File: config.mk
export PLATFORM = sky130hd
export DESIGN_NAME = config_text_lexer_top
export DESIGN_NICKNAME = d
export VERILOG_FILES = /design/src/cfl_pkg.sv /design/src/cfl_queue.sv /design/src/cfl_step.sv /design/src/config_text_lexer_top.sv
export SDC_FILE = /design/constraint.sdc
export NUM_CORES = 1
export LEC_CHECK = 0
export ABC_AREA = 1
export BUFFER_PORTS_ARGS = -buffer_cell sky130_fd_sc_hd__clkbuf_2
export CORE_ASPECT_RATIO = 0.5
export CORE_MARGIN = 5
export CORE_UTILIZATION = 57
export DETAILED_ROUTE_END_ITERATION = 16
export HOLD_SLACK_MARGIN = 0.05
export PLACE_DENSITY = 0.77
export SLEW_MARGIN = 20
export SYNTH_ARGS = -nofsm -noshare
export SYNTH_HDL_FRONTEND = slang
export SYNTH_SLANG_ARGS = --single-unit
File: constraint.sdc
create_clock -name clk -period 4.7 [get_ports clk]
set_clock_uncertainty 0.1 [all_clocks]
set_input_delay 0.94 -clock clk [delete_from_list [all_inputs] [get_ports clk]]
set_output_delay 0.94 -clock clk [all_outputs]
set_load 0.1 [all_outputs]
File: src/cfl_pkg.sv
// Shared types, character codes and helper functions for the configuration text lexer.
`timescale 1ns / 1ps

package cfl_pkg;

  typedef enum logic [2:0] {
    MODE_START   = 3'd0,
    MODE_NUMERAL = 3'd1,
    MODE_STRING  = 3'd2,
    MODE_ESCAPE  = 3'd3,
    MODE_IDENT   = 3'd4,
    MODE_COMMENT = 3'd5,
    MODE_DONE    = 3'd6
  } lex_mode_t;

  localparam logic [2:0] KIND_END     = 3'd0;
  localparam logic [2:0] KIND_LBRACE  = 3'd1;
  localparam logic [2:0] KIND_RBRACE  = 3'd2;
  localparam logic [2:0] KIND_EQUAL   = 3'd3;
  localparam logic [2:0] KIND_NUMERAL = 3'd4;
  localparam logic [2:0] KIND_STRING  = 3'd5;
  localparam logic [2:0] KIND_IDENT   = 3'd6;
  localparam logic [2:0] KIND_ERROR   = 3'd7;

  localparam logic [1:0] ERR_NONE   = 2'd0;
  localparam logic [1:0] ERR_SYMBOL = 2'd1;
  localparam logic [1:0] ERR_ESCAPE = 2'd2;

  localparam logic [7:0] CH_NUL       = 8'h00;
  localparam logic [7:0] CH_TAB       = 8'h09;
  localparam logic [7:0] CH_LF        = 8'h0A;
  localparam logic [7:0] CH_CR        = 8'h0D;
  localparam logic [7:0] CH_SPACE     = 8'h20;
  localparam logic [7:0] CH_QUOTE     = 8'h22;
  localparam logic [7:0] CH_HASH      = 8'h23;
  localparam logic [7:0] CH_DOT       = 8'h2E;
  localparam logic [7:0] CH_EQUAL     = 8'h3D;
  localparam logic [7:0] CH_BACKSLASH = 8'h5C;
  localparam logic [7:0] CH_UNDERLINE = 8'h5F;
  localparam logic [7:0] CH_LOWER_N   = 8'h6E;
  localparam logic [7:0] CH_LOWER_R   = 8'h72;
  localparam logic [7:0] CH_LOWER_T   = 8'h74;
  localparam logic [7:0] CH_LBRACE    = 8'h7B;
  localparam logic [7:0] CH_RBRACE    = 8'h7D;
  localparam logic [7:0] CH_TILDE     = 8'h7E;

  // Fixed-width part of one result word; numeral value and position travel beside it.
  typedef struct packed {
    logic [2:0] kind;
    logic [7:0] text;
    logic       has_byte;
    logic       tok_end;
    logic [1:0] err;
  } tok_info_t;

  localparam int INFO_BITS = $bits(tok_info_t);

  function automatic tok_info_t mk_info(logic [2:0] kind, logic [7:0] text, logic has_byte,
                                        logic tok_end, logic [1:0] err);
    tok_info_t t;
    t.kind     = kind;
    t.text     = text;
    t.has_byte = has_byte;
    t.tok_end  = tok_end;
    t.err      = err;
    return t;
  endfunction

  function automatic logic is_digit(logic [7:0] c);
    return c inside {[8'h30:8'h39]};
  endfunction

  function automatic logic is_alpha(logic [7:0] c);
    return c inside {[8'h41:8'h5A], [8'h61:8'h7A]};
  endfunction

  function automatic logic is_ident_tail(logic [7:0] c);
    return is_alpha(c) || is_digit(c) || c == CH_UNDERLINE || c == CH_DOT;
  endfunction

endpackage

File: src/cfl_queue.sv
// Result queue that takes up to two words per cycle and hands out one.
`timescale 1ns / 1ps

module cfl_queue #(
  parameter int WIDTH = 78,
  parameter int DEPTH = 4
) (
  input  logic             clk,
  input  logic             rst,
  input  logic [1:0]       push_count,
  input  logic [WIDTH-1:0] push_data0,
  input  logic [WIDTH-1:0] push_data1,
  output logic             room_for_two,
  output logic             out_valid,
  input  logic             out_ready,
  output logic [WIDTH-1:0] out_data
);

  localparam int PTR_BITS = (DEPTH > 1) ? $clog2(DEPTH) : 1;
  localparam int CNT_BITS = $clog2(DEPTH + 1);

  logic [WIDTH-1:0]    data [DEPTH];
  logic [PTR_BITS-1:0] wr_ptr, wr_ptr_next, rd_ptr, rd_ptr_next, wr_ptr_plus1;
  logic [CNT_BITS-1:0] count, count_next;
  logic                pop;

  function automatic logic [PTR_BITS-1:0] ptr_inc(logic [PTR_BITS-1:0] p);
    return (p == PTR_BITS'(DEPTH - 1)) ? '0 : p + 1'b1;
  endfunction

  assign pop          = out_valid && out_ready;
  assign out_valid    = (count != '0);
  assign out_data     = data[rd_ptr];
  assign room_for_two = (count <= CNT_BITS'(DEPTH - 2));
  assign wr_ptr_plus1 = ptr_inc(wr_ptr);

  always_comb begin
    rd_ptr_next = pop ? ptr_inc(rd_ptr) : rd_ptr;
    case (push_count)
      2'd1:    wr_ptr_next = wr_ptr_plus1;
      2'd2:    wr_ptr_next = ptr_inc(wr_ptr_plus1);
      default: wr_ptr_next = wr_ptr;
    endcase
    count_next = count + CNT_BITS'(push_count) - CNT_BITS'(pop);
  end

  always_ff @(posedge clk) begin
    if (rst) begin
      wr_ptr <= '0;
      rd_ptr <= '0;
      count  <= '0;
    end else begin
      wr_ptr <= wr_ptr_next;
      rd_ptr <= rd_ptr_next;
      count  <= count_next;
    end
  end

  always_ff @(posedge clk) begin
    if (push_count != 2'd0) begin
      data[wr_ptr] <= push_data0;
    end
    if (push_count == 2'd2) begin
      data[wr_ptr_plus1] <= push_data1;
    end
  end

  // The occupancy never goes past the storage.
  a_no_overflow: assert property (@(posedge clk) disable iff (rst)
    count <= CNT_BITS'(DEPTH))
    else $error("result queue overflow");

  // Words are only pushed when the producer has seen room for two.
  a_push_room: assert property (@(posedge clk) disable iff (rst)
    push_count != 2'd0 |-> room_for_two)
    else $error("push into a queue without room");

  // A pop with nothing pushed shrinks the occupancy by one.
  a_pop_count: assert property (@(posedge clk) disable iff (rst)
    (pop && push_count == 2'd0) |=> count == $past(count) - 1'b1)
    else $error("pop did not reduce the occupancy");

endmodule

File: src/cfl_step.sv
// Lexer state registers and the single-pass logic that turns one character into its results.
`timescale 1ns / 1ps

module cfl_step #(
  parameter int POS_BITS    = 16,
  parameter int NUMBER_BITS = 32
) (
  input  logic                   clk,
  input  logic                   rst,
  input  logic                   advance,
  input  logic [7:0]             char_code,
  input  logic                   end_of_input,
  output logic [1:0]             res_count,
  output cfl_pkg::tok_info_t     info0,
  output cfl_pkg::tok_info_t     info1,
  output logic [NUMBER_BITS-1:0] num0,
  output logic [NUMBER_BITS-1:0] num1,
  output logic [POS_BITS-1:0]    row0,
  output logic [POS_BITS-1:0]    col0,
  output logic [POS_BITS-1:0]    row1,
  output logic [POS_BITS-1:0]    col1
);

  import cfl_pkg::*;

  localparam logic [POS_BITS-1:0]    POS_MAX = '1;
  localparam logic [NUMBER_BITS-1:0] NUM_MAX = '1;

  lex_mode_t               mode, mode_next;
  logic [POS_BITS-1:0]     cur_row, cur_row_next, cur_col, cur_col_next;
  logic [POS_BITS-1:0]     token_row, token_row_next, token_col, token_col_next;
  logic [NUMBER_BITS-1:0]  number_acc, number_acc_next;
  logic                    prev_nl, prev_nl_next;

  logic [POS_BITS-1:0]     row, col;
  logic [NUMBER_BITS+3:0]  acc_x10;
  logic [NUMBER_BITS-1:0]  acc_grown, digit_val;

  // Outcome of treating the character as the first one of a token.
  logic                    sc_emit, sc_set_pos, sc_set_acc;
  tok_info_t               sc_info;
  lex_mode_t               sc_mode;
  tok_info_t               close_info;
  logic [2:0]              close_kind;
  logic [7:0]              esc_byte;
  logic                    esc_ok;

  function automatic logic [POS_BITS-1:0] sat_inc(logic [POS_BITS-1:0] v);
    return (v == POS_MAX) ? POS_MAX : v + 1'b1;
  endfunction

  assign row       = prev_nl ? sat_inc(cur_row) : cur_row;
  assign col       = prev_nl ? POS_BITS'(1) : cur_col;
  assign digit_val = NUMBER_BITS'(char_code[3:0]);

  // acc * 10 + digit by shifts; saturate when it leaves the numeral range.
  assign acc_x10   = ({4'b0, number_acc} << 3) + ({4'b0, number_acc} << 1)
                     + (NUMBER_BITS + 4)'(char_code[3:0]);
  assign acc_grown = (acc_x10 > {4'b0, NUM_MAX}) ? NUM_MAX : acc_x10[NUMBER_BITS-1:0];

  always_comb begin
    sc_emit    = 1'b0;
    sc_set_pos = 1'b1;
    sc_set_acc = 1'b0;
    sc_mode    = MODE_START;
    sc_info    = mk_info(KIND_END, 8'h00, 1'b0, 1'b1, ERR_NONE);
    if (char_code == CH_SPACE || char_code == CH_TAB || char_code == CH_LF) begin
      sc_set_pos = 1'b0;
    end else if (char_code == CH_NUL) begin
      sc_emit = 1'b1;
      sc_mode = MODE_DONE;
    end else if (char_code == CH_HASH) begin
      sc_mode = MODE_COMMENT;
    end else if (char_code == CH_LBRACE) begin
      sc_emit = 1'b1;
      sc_info = mk_info(KIND_LBRACE, char_code, 1'b1, 1'b1, ERR_NONE);
    end else if (char_code == CH_RBRACE) begin
      sc_emit = 1'b1;
      sc_info = mk_info(KIND_RBRACE, char_code, 1'b1, 1'b1, ERR_NONE);
    end else if (char_code == CH_EQUAL) begin
      sc_emit = 1'b1;
      sc_info = mk_info(KIND_EQUAL, char_code, 1'b1, 1'b1, ERR_NONE);
    end else if (char_code == CH_QUOTE) begin
      sc_mode = MODE_STRING;
    end else if (is_digit(char_code)) begin
      sc_emit    = 1'b1;
      sc_set_acc = 1'b1;
      sc_mode    = MODE_NUMERAL;
      sc_info    = mk_info(KIND_NUMERAL, char_code, 1'b1, 1'b0, ERR_NONE);
    end else if (is_alpha(char_code) || char_code == CH_UNDERLINE) begin
      sc_emit = 1'b1;
      sc_mode = MODE_IDENT;
      sc_info = mk_info(KIND_IDENT, char_code, 1'b1, 1'b0, ERR_NONE);
    end else begin
      sc_emit = 1'b1;
      sc_mode = MODE_DONE;
      sc_info = mk_info(KIND_ERROR, 8'h00, 1'b0, 1'b1, ERR_SYMBOL);
    end
  end

  always_comb begin
    esc_ok = 1'b1;
    case (char_code)
      CH_LOWER_N:   esc_byte = CH_LF;
      CH_LOWER_T:   esc_byte = CH_TAB;
      CH_LOWER_R:   esc_byte = CH_CR;
      CH_BACKSLASH: esc_byte = CH_BACKSLASH;
      default: begin
        esc_byte = 8'h00;
        esc_ok   = 1'b0;
      end
    endcase
  end

  assign close_kind = (mode == MODE_NUMERAL) ? KIND_NUMERAL
                    : (mode == MODE_IDENT)   ? KIND_IDENT : KIND_STRING;
  assign close_info = mk_info(close_kind, 8'h00, 1'b0, 1'b1, ERR_NONE);

  always_comb begin
    mode_next       = mode;
    cur_row_next    = cur_row;
    cur_col_next    = cur_col;
    token_row_next  = token_row;
    token_col_next  = token_col;
    number_acc_next = number_acc;
    prev_nl_next    = prev_nl;
    res_count       = 2'd0;
    info0           = mk_info(KIND_END, 8'h00, 1'b0, 1'b1, ERR_NONE);
    info1           = mk_info(KIND_END, 8'h00, 1'b0, 1'b1, ERR_NONE);
    num0            = '0;
    num1            = '0;
    row0            = row;
    col0            = col;
    row1            = row;
    col1            = col;

    if (advance && mode != MODE_DONE) begin
      if (end_of_input) begin
        mode_next = MODE_DONE;
        res_count = 2'd1;
        case (mode)
          MODE_NUMERAL, MODE_IDENT: begin
            res_count = 2'd2;
            info0     = close_info;
            num0      = (mode == MODE_NUMERAL) ? number_acc : '0;
            row0      = token_row;
            col0      = token_col;
          end
          MODE_STRING: info0 = mk_info(KIND_ERROR, 8'h00, 1'b0, 1'b1, ERR_SYMBOL);
          MODE_ESCAPE: info0 = mk_info(KIND_ERROR, 8'h00, 1'b0, 1'b1, ERR_ESCAPE);
          default: ;
        endcase
      end else begin
        cur_row_next = row;
        cur_col_next = sat_inc(col);
        prev_nl_next = (char_code == CH_LF);
        case (mode)
          MODE_START: begin
            res_count = {1'b0, sc_emit};
            info0     = sc_info;
            num0      = sc_set_acc ? digit_val : '0;
            mode_next = sc_mode;
            if (sc_set_pos) begin
              token_row_next = row;
              token_col_next = col;
            end
            if (sc_set_acc) begin
              number_acc_next = digit_val;
            end
          end
          MODE_COMMENT: begin
            if (char_code == CH_LF) begin
              mode_next = MODE_START;
            end
          end
          MODE_NUMERAL, MODE_IDENT: begin
            if ((mode == MODE_NUMERAL && is_digit(char_code)) ||
                (mode == MODE_IDENT && is_ident_tail(char_code))) begin
              res_count = 2'd1;
              info0     = mk_info(close_kind, char_code, 1'b1, 1'b0, ERR_NONE);
              row0      = token_row;
              col0      = token_col;
              if (mode == MODE_NUMERAL) begin
                num0            = acc_grown;
                number_acc_next = acc_grown;
              end
            end else begin
              // The token closes first, then the character opens the next one.
              res_count = sc_emit ? 2'd2 : 2'd1;
              info0     = close_info;
              num0      = (mode == MODE_NUMERAL) ? number_acc : '0;
              row0      = token_row;
              col0      = token_col;
              info1     = sc_info;
              num1      = sc_set_acc ? digit_val : '0;
              mode_next = sc_mode;
              if (sc_set_pos) begin
                token_row_next = row;
                token_col_next = col;
              end
              if (sc_set_acc) begin
                number_acc_next = digit_val;
              end
            end
          end
          MODE_STRING: begin
            if (char_code == CH_QUOTE) begin
              res_count = 2'd1;
              info0     = close_info;
              row0      = token_row;
              col0      = token_col;
              mode_next = MODE_START;
            end else if (char_code == CH_BACKSLASH) begin
              mode_next = MODE_ESCAPE;
            end else if (char_code < CH_SPACE || char_code > CH_TILDE) begin
              res_count = 2'd1;
              info0     = mk_info(KIND_ERROR, 8'h00, 1'b0, 1'b1, ERR_SYMBOL);
              mode_next = MODE_DONE;
            end else begin
              res_count = 2'd1;
              info0     = mk_info(KIND_STRING, char_code, 1'b1, 1'b0, ERR_NONE);
              row0      = token_row;
              col0      = token_col;
            end
          end
          MODE_ESCAPE: begin
            res_count = 2'd1;
            if (esc_ok) begin
              info0     = mk_info(KIND_STRING, esc_byte, 1'b1, 1'b0, ERR_NONE);
              row0      = token_row;
              col0      = token_col;
              mode_next = MODE_STRING;
            end else begin
              info0     = mk_info(KIND_ERROR, 8'h00, 1'b0, 1'b1, ERR_ESCAPE);
              mode_next = MODE_DONE;
            end
          end
          default: mode_next = MODE_DONE;
        endcase
      end
    end
  end

  always_ff @(posedge clk) begin
    if (rst) begin
      mode       <= MODE_START;
      cur_row    <= POS_BITS'(1);
      cur_col    <= POS_BITS'(1);
      token_row  <= '0;
      token_col  <= '0;
      number_acc <= '0;
      prev_nl    <= 1'b0;
    end else begin
      mode       <= mode_next;
      cur_row    <= cur_row_next;
      cur_col    <= cur_col_next;
      token_row  <= token_row_next;
      token_col  <= token_col_next;
      number_acc <= number_acc_next;
      prev_nl    <= prev_nl_next;
    end
  end

  // Once finished, the lexer stays finished until reset.
  a_done_sticks: assert property (@(posedge clk) disable iff (rst)
    mode == MODE_DONE |=> mode == MODE_DONE)
    else $error("lexer left the finished mode");

  // Any error word puts the lexer in the finished mode.
  a_error_ends: assert property (@(posedge clk) disable iff (rst)
    (advance && res_count != 2'd0 && info0.kind == KIND_ERROR) |=> mode == MODE_DONE)
    else $error("error word without finishing");

  // A pair of words always starts with a bare token close.
  a_pair_close: assert property (@(posedge clk) disable iff (rst)
    (advance && res_count == 2'd2) |-> (info0.tok_end && !info0.has_byte))
    else $error("two words without a leading token close");

endmodule

File: src/config_text_lexer_top.sv
// Top level of the configuration text lexer: input register, lexer step and result queue.
`timescale 1ns / 1ps

// Channel  Handshake            Word
// input    in_valid/in_ready    char_code, end_of_input
// output   out_valid/out_ready  token_kind, text_byte, has_byte, token_end,
//                               number_value, start_row, start_col, error_code
//
// A character word is taken into an input register, lexed by one pass of combinational
// logic once the queue has room for two words, and written as zero, one or two words into
// a four-word result queue; the words are registered there and leave it in order.
// One character is taken per cycle while the queue has room for two words. The output
// hands out one word per cycle, so stalls arise when the consumer holds off and when a
// run of characters that each close one token and open the next yields two words each.
// Reset is synchronous and returns the lexer to its start mode at row one, column one.
module config_text_lexer_top #(
  parameter int POS_BITS    = 16,
  parameter int NUMBER_BITS = 32
) (
  input  logic                   clk,
  input  logic                   rst,
  input  logic                   in_valid,
  output logic                   in_ready,
  input  logic [7:0]             char_code,
  input  logic                   end_of_input,
  output logic                   out_valid,
  input  logic                   out_ready,
  output logic [2:0]             token_kind,
  output logic [7:0]             text_byte,
  output logic                   has_byte,
  output logic                   token_end,
  output logic [NUMBER_BITS-1:0] number_value,
  output logic [POS_BITS-1:0]    start_row,
  output logic [POS_BITS-1:0]    start_col,
  output logic [1:0]             error_code
);

  import cfl_pkg::*;

  // The queue holds four words so that a character can be lexed every cycle while one
  // word is in flight to the consumer.
  localparam int QUEUE_DEPTH = 4;
  localparam int WORD_BITS   = INFO_BITS + NUMBER_BITS + 2 * POS_BITS;

  logic                   held_valid;
  logic [7:0]             held_char;
  logic                   held_eoi;
  logic                   room_for_two;
  logic                   advance;

  logic [1:0]             res_count;
  tok_info_t              info0, info1, out_info;
  logic [NUMBER_BITS-1:0] num0, num1;
  logic [POS_BITS-1:0]    row0, col0, row1, col1;
  logic [WORD_BITS-1:0]   word0, word1, out_word;

  // The held character is lexed whenever the queue can take both possible words.
  assign advance  = held_valid && room_for_two;
  assign in_ready = !held_valid || advance;

  always_ff @(posedge clk) begin
    if (rst) begin
      held_valid <= 1'b0;
    end else if (in_valid && in_ready) begin
      held_valid <= 1'b1;
    end else if (advance) begin
      held_valid <= 1'b0;
    end
  end

  always_ff @(posedge clk) begin
    if (in_valid && in_ready) begin
      held_char <= char_code;
      held_eoi  <= end_of_input;
    end
  end

  cfl_step #(
    .POS_BITS    (POS_BITS),
    .NUMBER_BITS (NUMBER_BITS)
  ) u_step (
    .clk          (clk),
    .rst          (rst),
    .advance      (advance),
    .char_code    (held_char),
    .end_of_input (held_eoi),
    .res_count    (res_count),
    .info0        (info0),
    .info1        (info1),
    .num0         (num0),
    .num1         (num1),
    .row0         (row0),
    .col0         (col0),
    .row1         (row1),
    .col1         (col1)
  );

  assign word0 = {info0, num0, row0, col0};
  assign word1 = {info1, num1, row1, col1};

  cfl_queue #(
    .WIDTH (WORD_BITS),
    .DEPTH (QUEUE_DEPTH)
  ) u_queue (
    .clk          (clk),
    .rst          (rst),
    .push_count   (advance ? res_count : 2'd0),
    .push_data0   (word0),
    .push_data1   (word1),
    .room_for_two (room_for_two),
    .out_valid    (out_valid),
    .out_ready    (out_ready),
    .out_data     (out_word)
  );

  // Unpack the head word onto the output fields.
  assign out_info     = tok_info_t'(out_word[WORD_BITS-1 -: INFO_BITS]);
  assign number_value = out_word[2*POS_BITS +: NUMBER_BITS];
  assign start_row    = out_word[POS_BITS +: POS_BITS];
  assign start_col    = out_word[POS_BITS-1:0];
  assign token_kind   = out_info.kind;
  assign text_byte    = out_info.text;
  assign has_byte     = out_info.has_byte;
  assign token_end    = out_info.tok_end;
  assign error_code   = out_info.err;

endmodule
==> results.txt <==
largest net degree at the start of global routing - 159
first-pass GRT wire length - 124 mm
Flop pwr share - 31.3%
initial detailed-routing violation count - 3161
Pwr Density - 509 nW/µm²
Core Footprint - 43600 µm²
predominant post-synthesis flop cell - dfxtp_1
# IOs - 94
CTS HTree Levels - 2
status - completed
Comb power frac - 43.7%
Rows - 54
Pleak - 0.0118 µW
Post-synth EDFFs - 209
routed length on met3 - 8.06 mm
post-synthesis instance total - 3427
hold crit path type - flop to flop
CP max-delay cell - edfxtp_1
sw frac - 48.6%
Setup crit start kind - flop
dpl ws - 0.629 ns
CP Cell Sequence - ha_1, ha_1, fa_1, nand2_1, nand2_1, nand3_1, nand2_1, nand2_1, nand2_1, nand2_1, nand2_1, nand2_1, nand2_1, nor2_1, nand2_1, inv_1, buf_4, nand2_1, nand2_1, nand2_1, nand2_1, a21oi_1
Relative slew margins - 22.0%
Hold Vio Cnt, Final - 0
DR top layer - met4
flops & latches, synth - 435
Synth async-reset ratio - 0%
setup repair after global routing missed its margin - false
setup ws final - 0.573 ns
Fillers - 3793
Critical Path RT - 4.90 ns
final worst path period share - 87.8%
Seq/Total Area, Yosys - 43.0%
Max Cap Violations - 0
Reg clk slew, reported paths - 0.07 ns
post-synthesis average cell area - 7.33 µm²
Worst Setup End Kind - flop
met1 WL - 31.1 mm
fin nets - 3538
switching pwr - 6830 µW
clk sink count - 435
vias in the first global route - 23.4k
CTS tree - built
clock power share - 24.9%
Detailed Route WL - 78.5 mm
total die area - 48600 µm²
critical path class - flop to flop
Max Buffers Root-to-Sink - 3
GRT Overall Usage - 31.5%
Achievable Freq - 242 MHz
initial core utilization - 57.7%
Via Count - 24.6k
GP Congestion - 0.997
Worst-Skew Late Latency - 0.57 ns
initial antenna violation count - 0
count of buffers from port buffering - 93
Final ANT Viol Nets - 0
ANT cells - 0
CTS buffer count - 41
Unique masters post-synth - 53
share of layout cells above drive strength 1 - 9.00%
slowest stage delay, CP - 0.53 ns
drt drc - 0
drt wl/cell - 19.3 µm
Crit path top cell by count - nand2_1
clock root cell - clkbuf_16
Area Overhead vs Synth - 9.78%
crit path buf inv count - 2
synth warn - 0
Post-CTS Setup Bufs - 0
Final Setup Violations - 0
CTS resizes - 0
gr ovfl total - 0
Worst path top cell family by delay - simple AND/OR/NAND/NOR gates
Die W - 307 µm
CP Data Arrival Time - 4.33 ns
Hold Buf Count CTS - 0
TritonRoute pass-1 iters - 6
critical path fanouts, max - 30
Slew Viols, Final - 0
WHS - 0.350 ns
Min Clock Period, post-route - 4.13 ns
Internal - 7220 µW
hpwl dp - 49.6 mm
peak supply drop - 0.815 mV
chip height - 158 µm
via density per instance - 6.05
worst-margin pin slew - 1.17 ns
synthesized cell area - 25100 µm²
Setup TNS Final - 0 ns
routed length on met2 - 36.4 mm
## Yosys cell counts, types with 6 or more instances
master	number	area share [%]
nor2_1	342	5.1
inv_2	17	0.25
edfxtp_1	209	25
a221oi_1	20	0.70
o21ai_0	351	7.0
o211ai_1	10	0.30
o21ai_2	17	0.59
clkinv_1	6	0.090
o22ai_1	132	3.3
a21oi_1	159	3.2
o21bai_1	7	0.21
nor2_4	6	0.27
nand2_1	951	14
xnor2_1	18	0.63
o221ai_1	8	0.28
inv_1	251	3.7
nor3_1	22	0.44
a22oi_1	6	0.18
ha_1	78	3.9
nor2_2	8	0.20
nand4_1	13	0.32
o21ai_1	44	0.88
dfxtp_1	226	18
buf_2	20	0.40
xor2_1	24	0.84
buf_1	8	0.12
nand3_1	252	5.0
nor3_2	11	0.44
clkbuf_1	153	2.3
## placed cells by master, fill, tap and decap left out, types with 22 or more instances in the layout
cell type  synthesis  final
nand2_1          951    947
o21ai_0          351    351
nor2_1           342    337
nand3_1          252    252
inv_1            251    246
dfxtp_1          226    224
edfxtp_1         209    209
a21oi_1          159    159
o22ai_1          132    132
clkbuf_2           0     93
ha_1              78     78
buf_4              1     57
o21ai_1           44     43
clkbuf_16          0     42
xor2_1            24     24
nor3_1            22     22
## final cells by class
| type | count | area, µm² | area share, % |
|---|---|---|---|
| Tap cell | 588 | 736 | 2.67 |
| Sequential cell | 435 | 10800 | 39.2 |
| Clock buffer | 54 | 1150 | 4.16 |
| Inverter | 275 | 1040 | 3.76 |
| Clock inverter | 21 | 216 | 0.785 |
| Multi-Input combinational cell | 2533 | 12600 | 45.6 |
| Timing Repair Buffer | 158 | 1050 | 3.82 |
## final timing paths
path / slack [ns] / to / startpoint / cells past startpoint
worst max-delay path: 0.57 / u_queue.data[2][34]$_DFFE_PP_ / held_char[2]$_DFFE_PP_ / 22
worst max register to register: 0.57 / u_queue.data[2][34]$_DFFE_PP_ / held_char[2]$_DFFE_PP_ / 22
worst min-delay path: 0.35 / u_queue.data[1][57]$_SDFFE_PP0P_ / u_queue.data[1][57]$_SDFFE_PP0P_ / 2
worst min register to register: 0.35 / u_queue.data[1][57]$_SDFFE_PP0P_ / u_queue.data[1][57]$_SDFFE_PP0P_ / 2
## registers in the layout, summed over array words and instances (netlist names), named ones only
name	count
u_step.cur_col	16
held_valid	1
u_queue.data	316
u_step.cur_row	16
u_step.number_acc	32
u_step.token_col	16
u_queue.count	3
u_step.mode	3
u_queue.rd_ptr	2
held_char	8
u_step.prev_nl	1
u_queue.wr_ptr	2
u_step.token_row	16
held_eoi	1
## per-layer routing
layer  track usage, %  up-vias
met3             4.81      248
met4             11.6        0
met2             54.3     1361
met1             41.0    11400
li1                 -    11600
met5                0        -
## stage by stage
| stage | util (%) | std cells | power, µW | instance area [µm²] |
|---|---|---|---|---|
| floorplan | - | 3430 | 9170 | 25100 |
| global placement | 60.2 | 3989 | 10500 | 26200 |
| detailed placement | 60.2 | 3989 | 10500 | 26200 |
| CTS | 63.3 | 4064 | 14000 | 27600 |
| global route | 63.3 | 4064 | 14500 | 27600 |
| finish | 63.3 | 4064 | 14000 | 27600 |
## power groups by stage
stage | clock network [µW] | registers [µW] | logic, µW
floorplan | 0 | 4450 | 4720
global placement | 0 | 4470 | 6020
detailed placement | 0 | 4480 | 6070
CTS | 3500 | 4400 | 6080
global route | 3670 | 4420 | 6400
finish | 3500 | 4400 | 6140
## tightest hold or removal path, cell delays in order, from the launching register on
cell and delay [ns]:
dfxtp_1 0.30, nand2_1 0.06, nand2_1 0.05
## cells by family after synthesis
| family | count (synthesis) | share of synthesized area (%) |
|---|---|---|
| AND/OR/NAND/NOR | 1627 | 26.8 |
| adder cells (fa/ha/maj) | 81 | 4.12 |
| AO/OA/AOI/OAI | 779 | 17.4 |
| buffers and inverters | 462 | 7.18 |
| XOR/XNOR | 42 | 1.46 |
| flip-flops | 435 | 43.0 |
| other | 1 | 0.0149 |
Power figures use the tool's default switching activity.
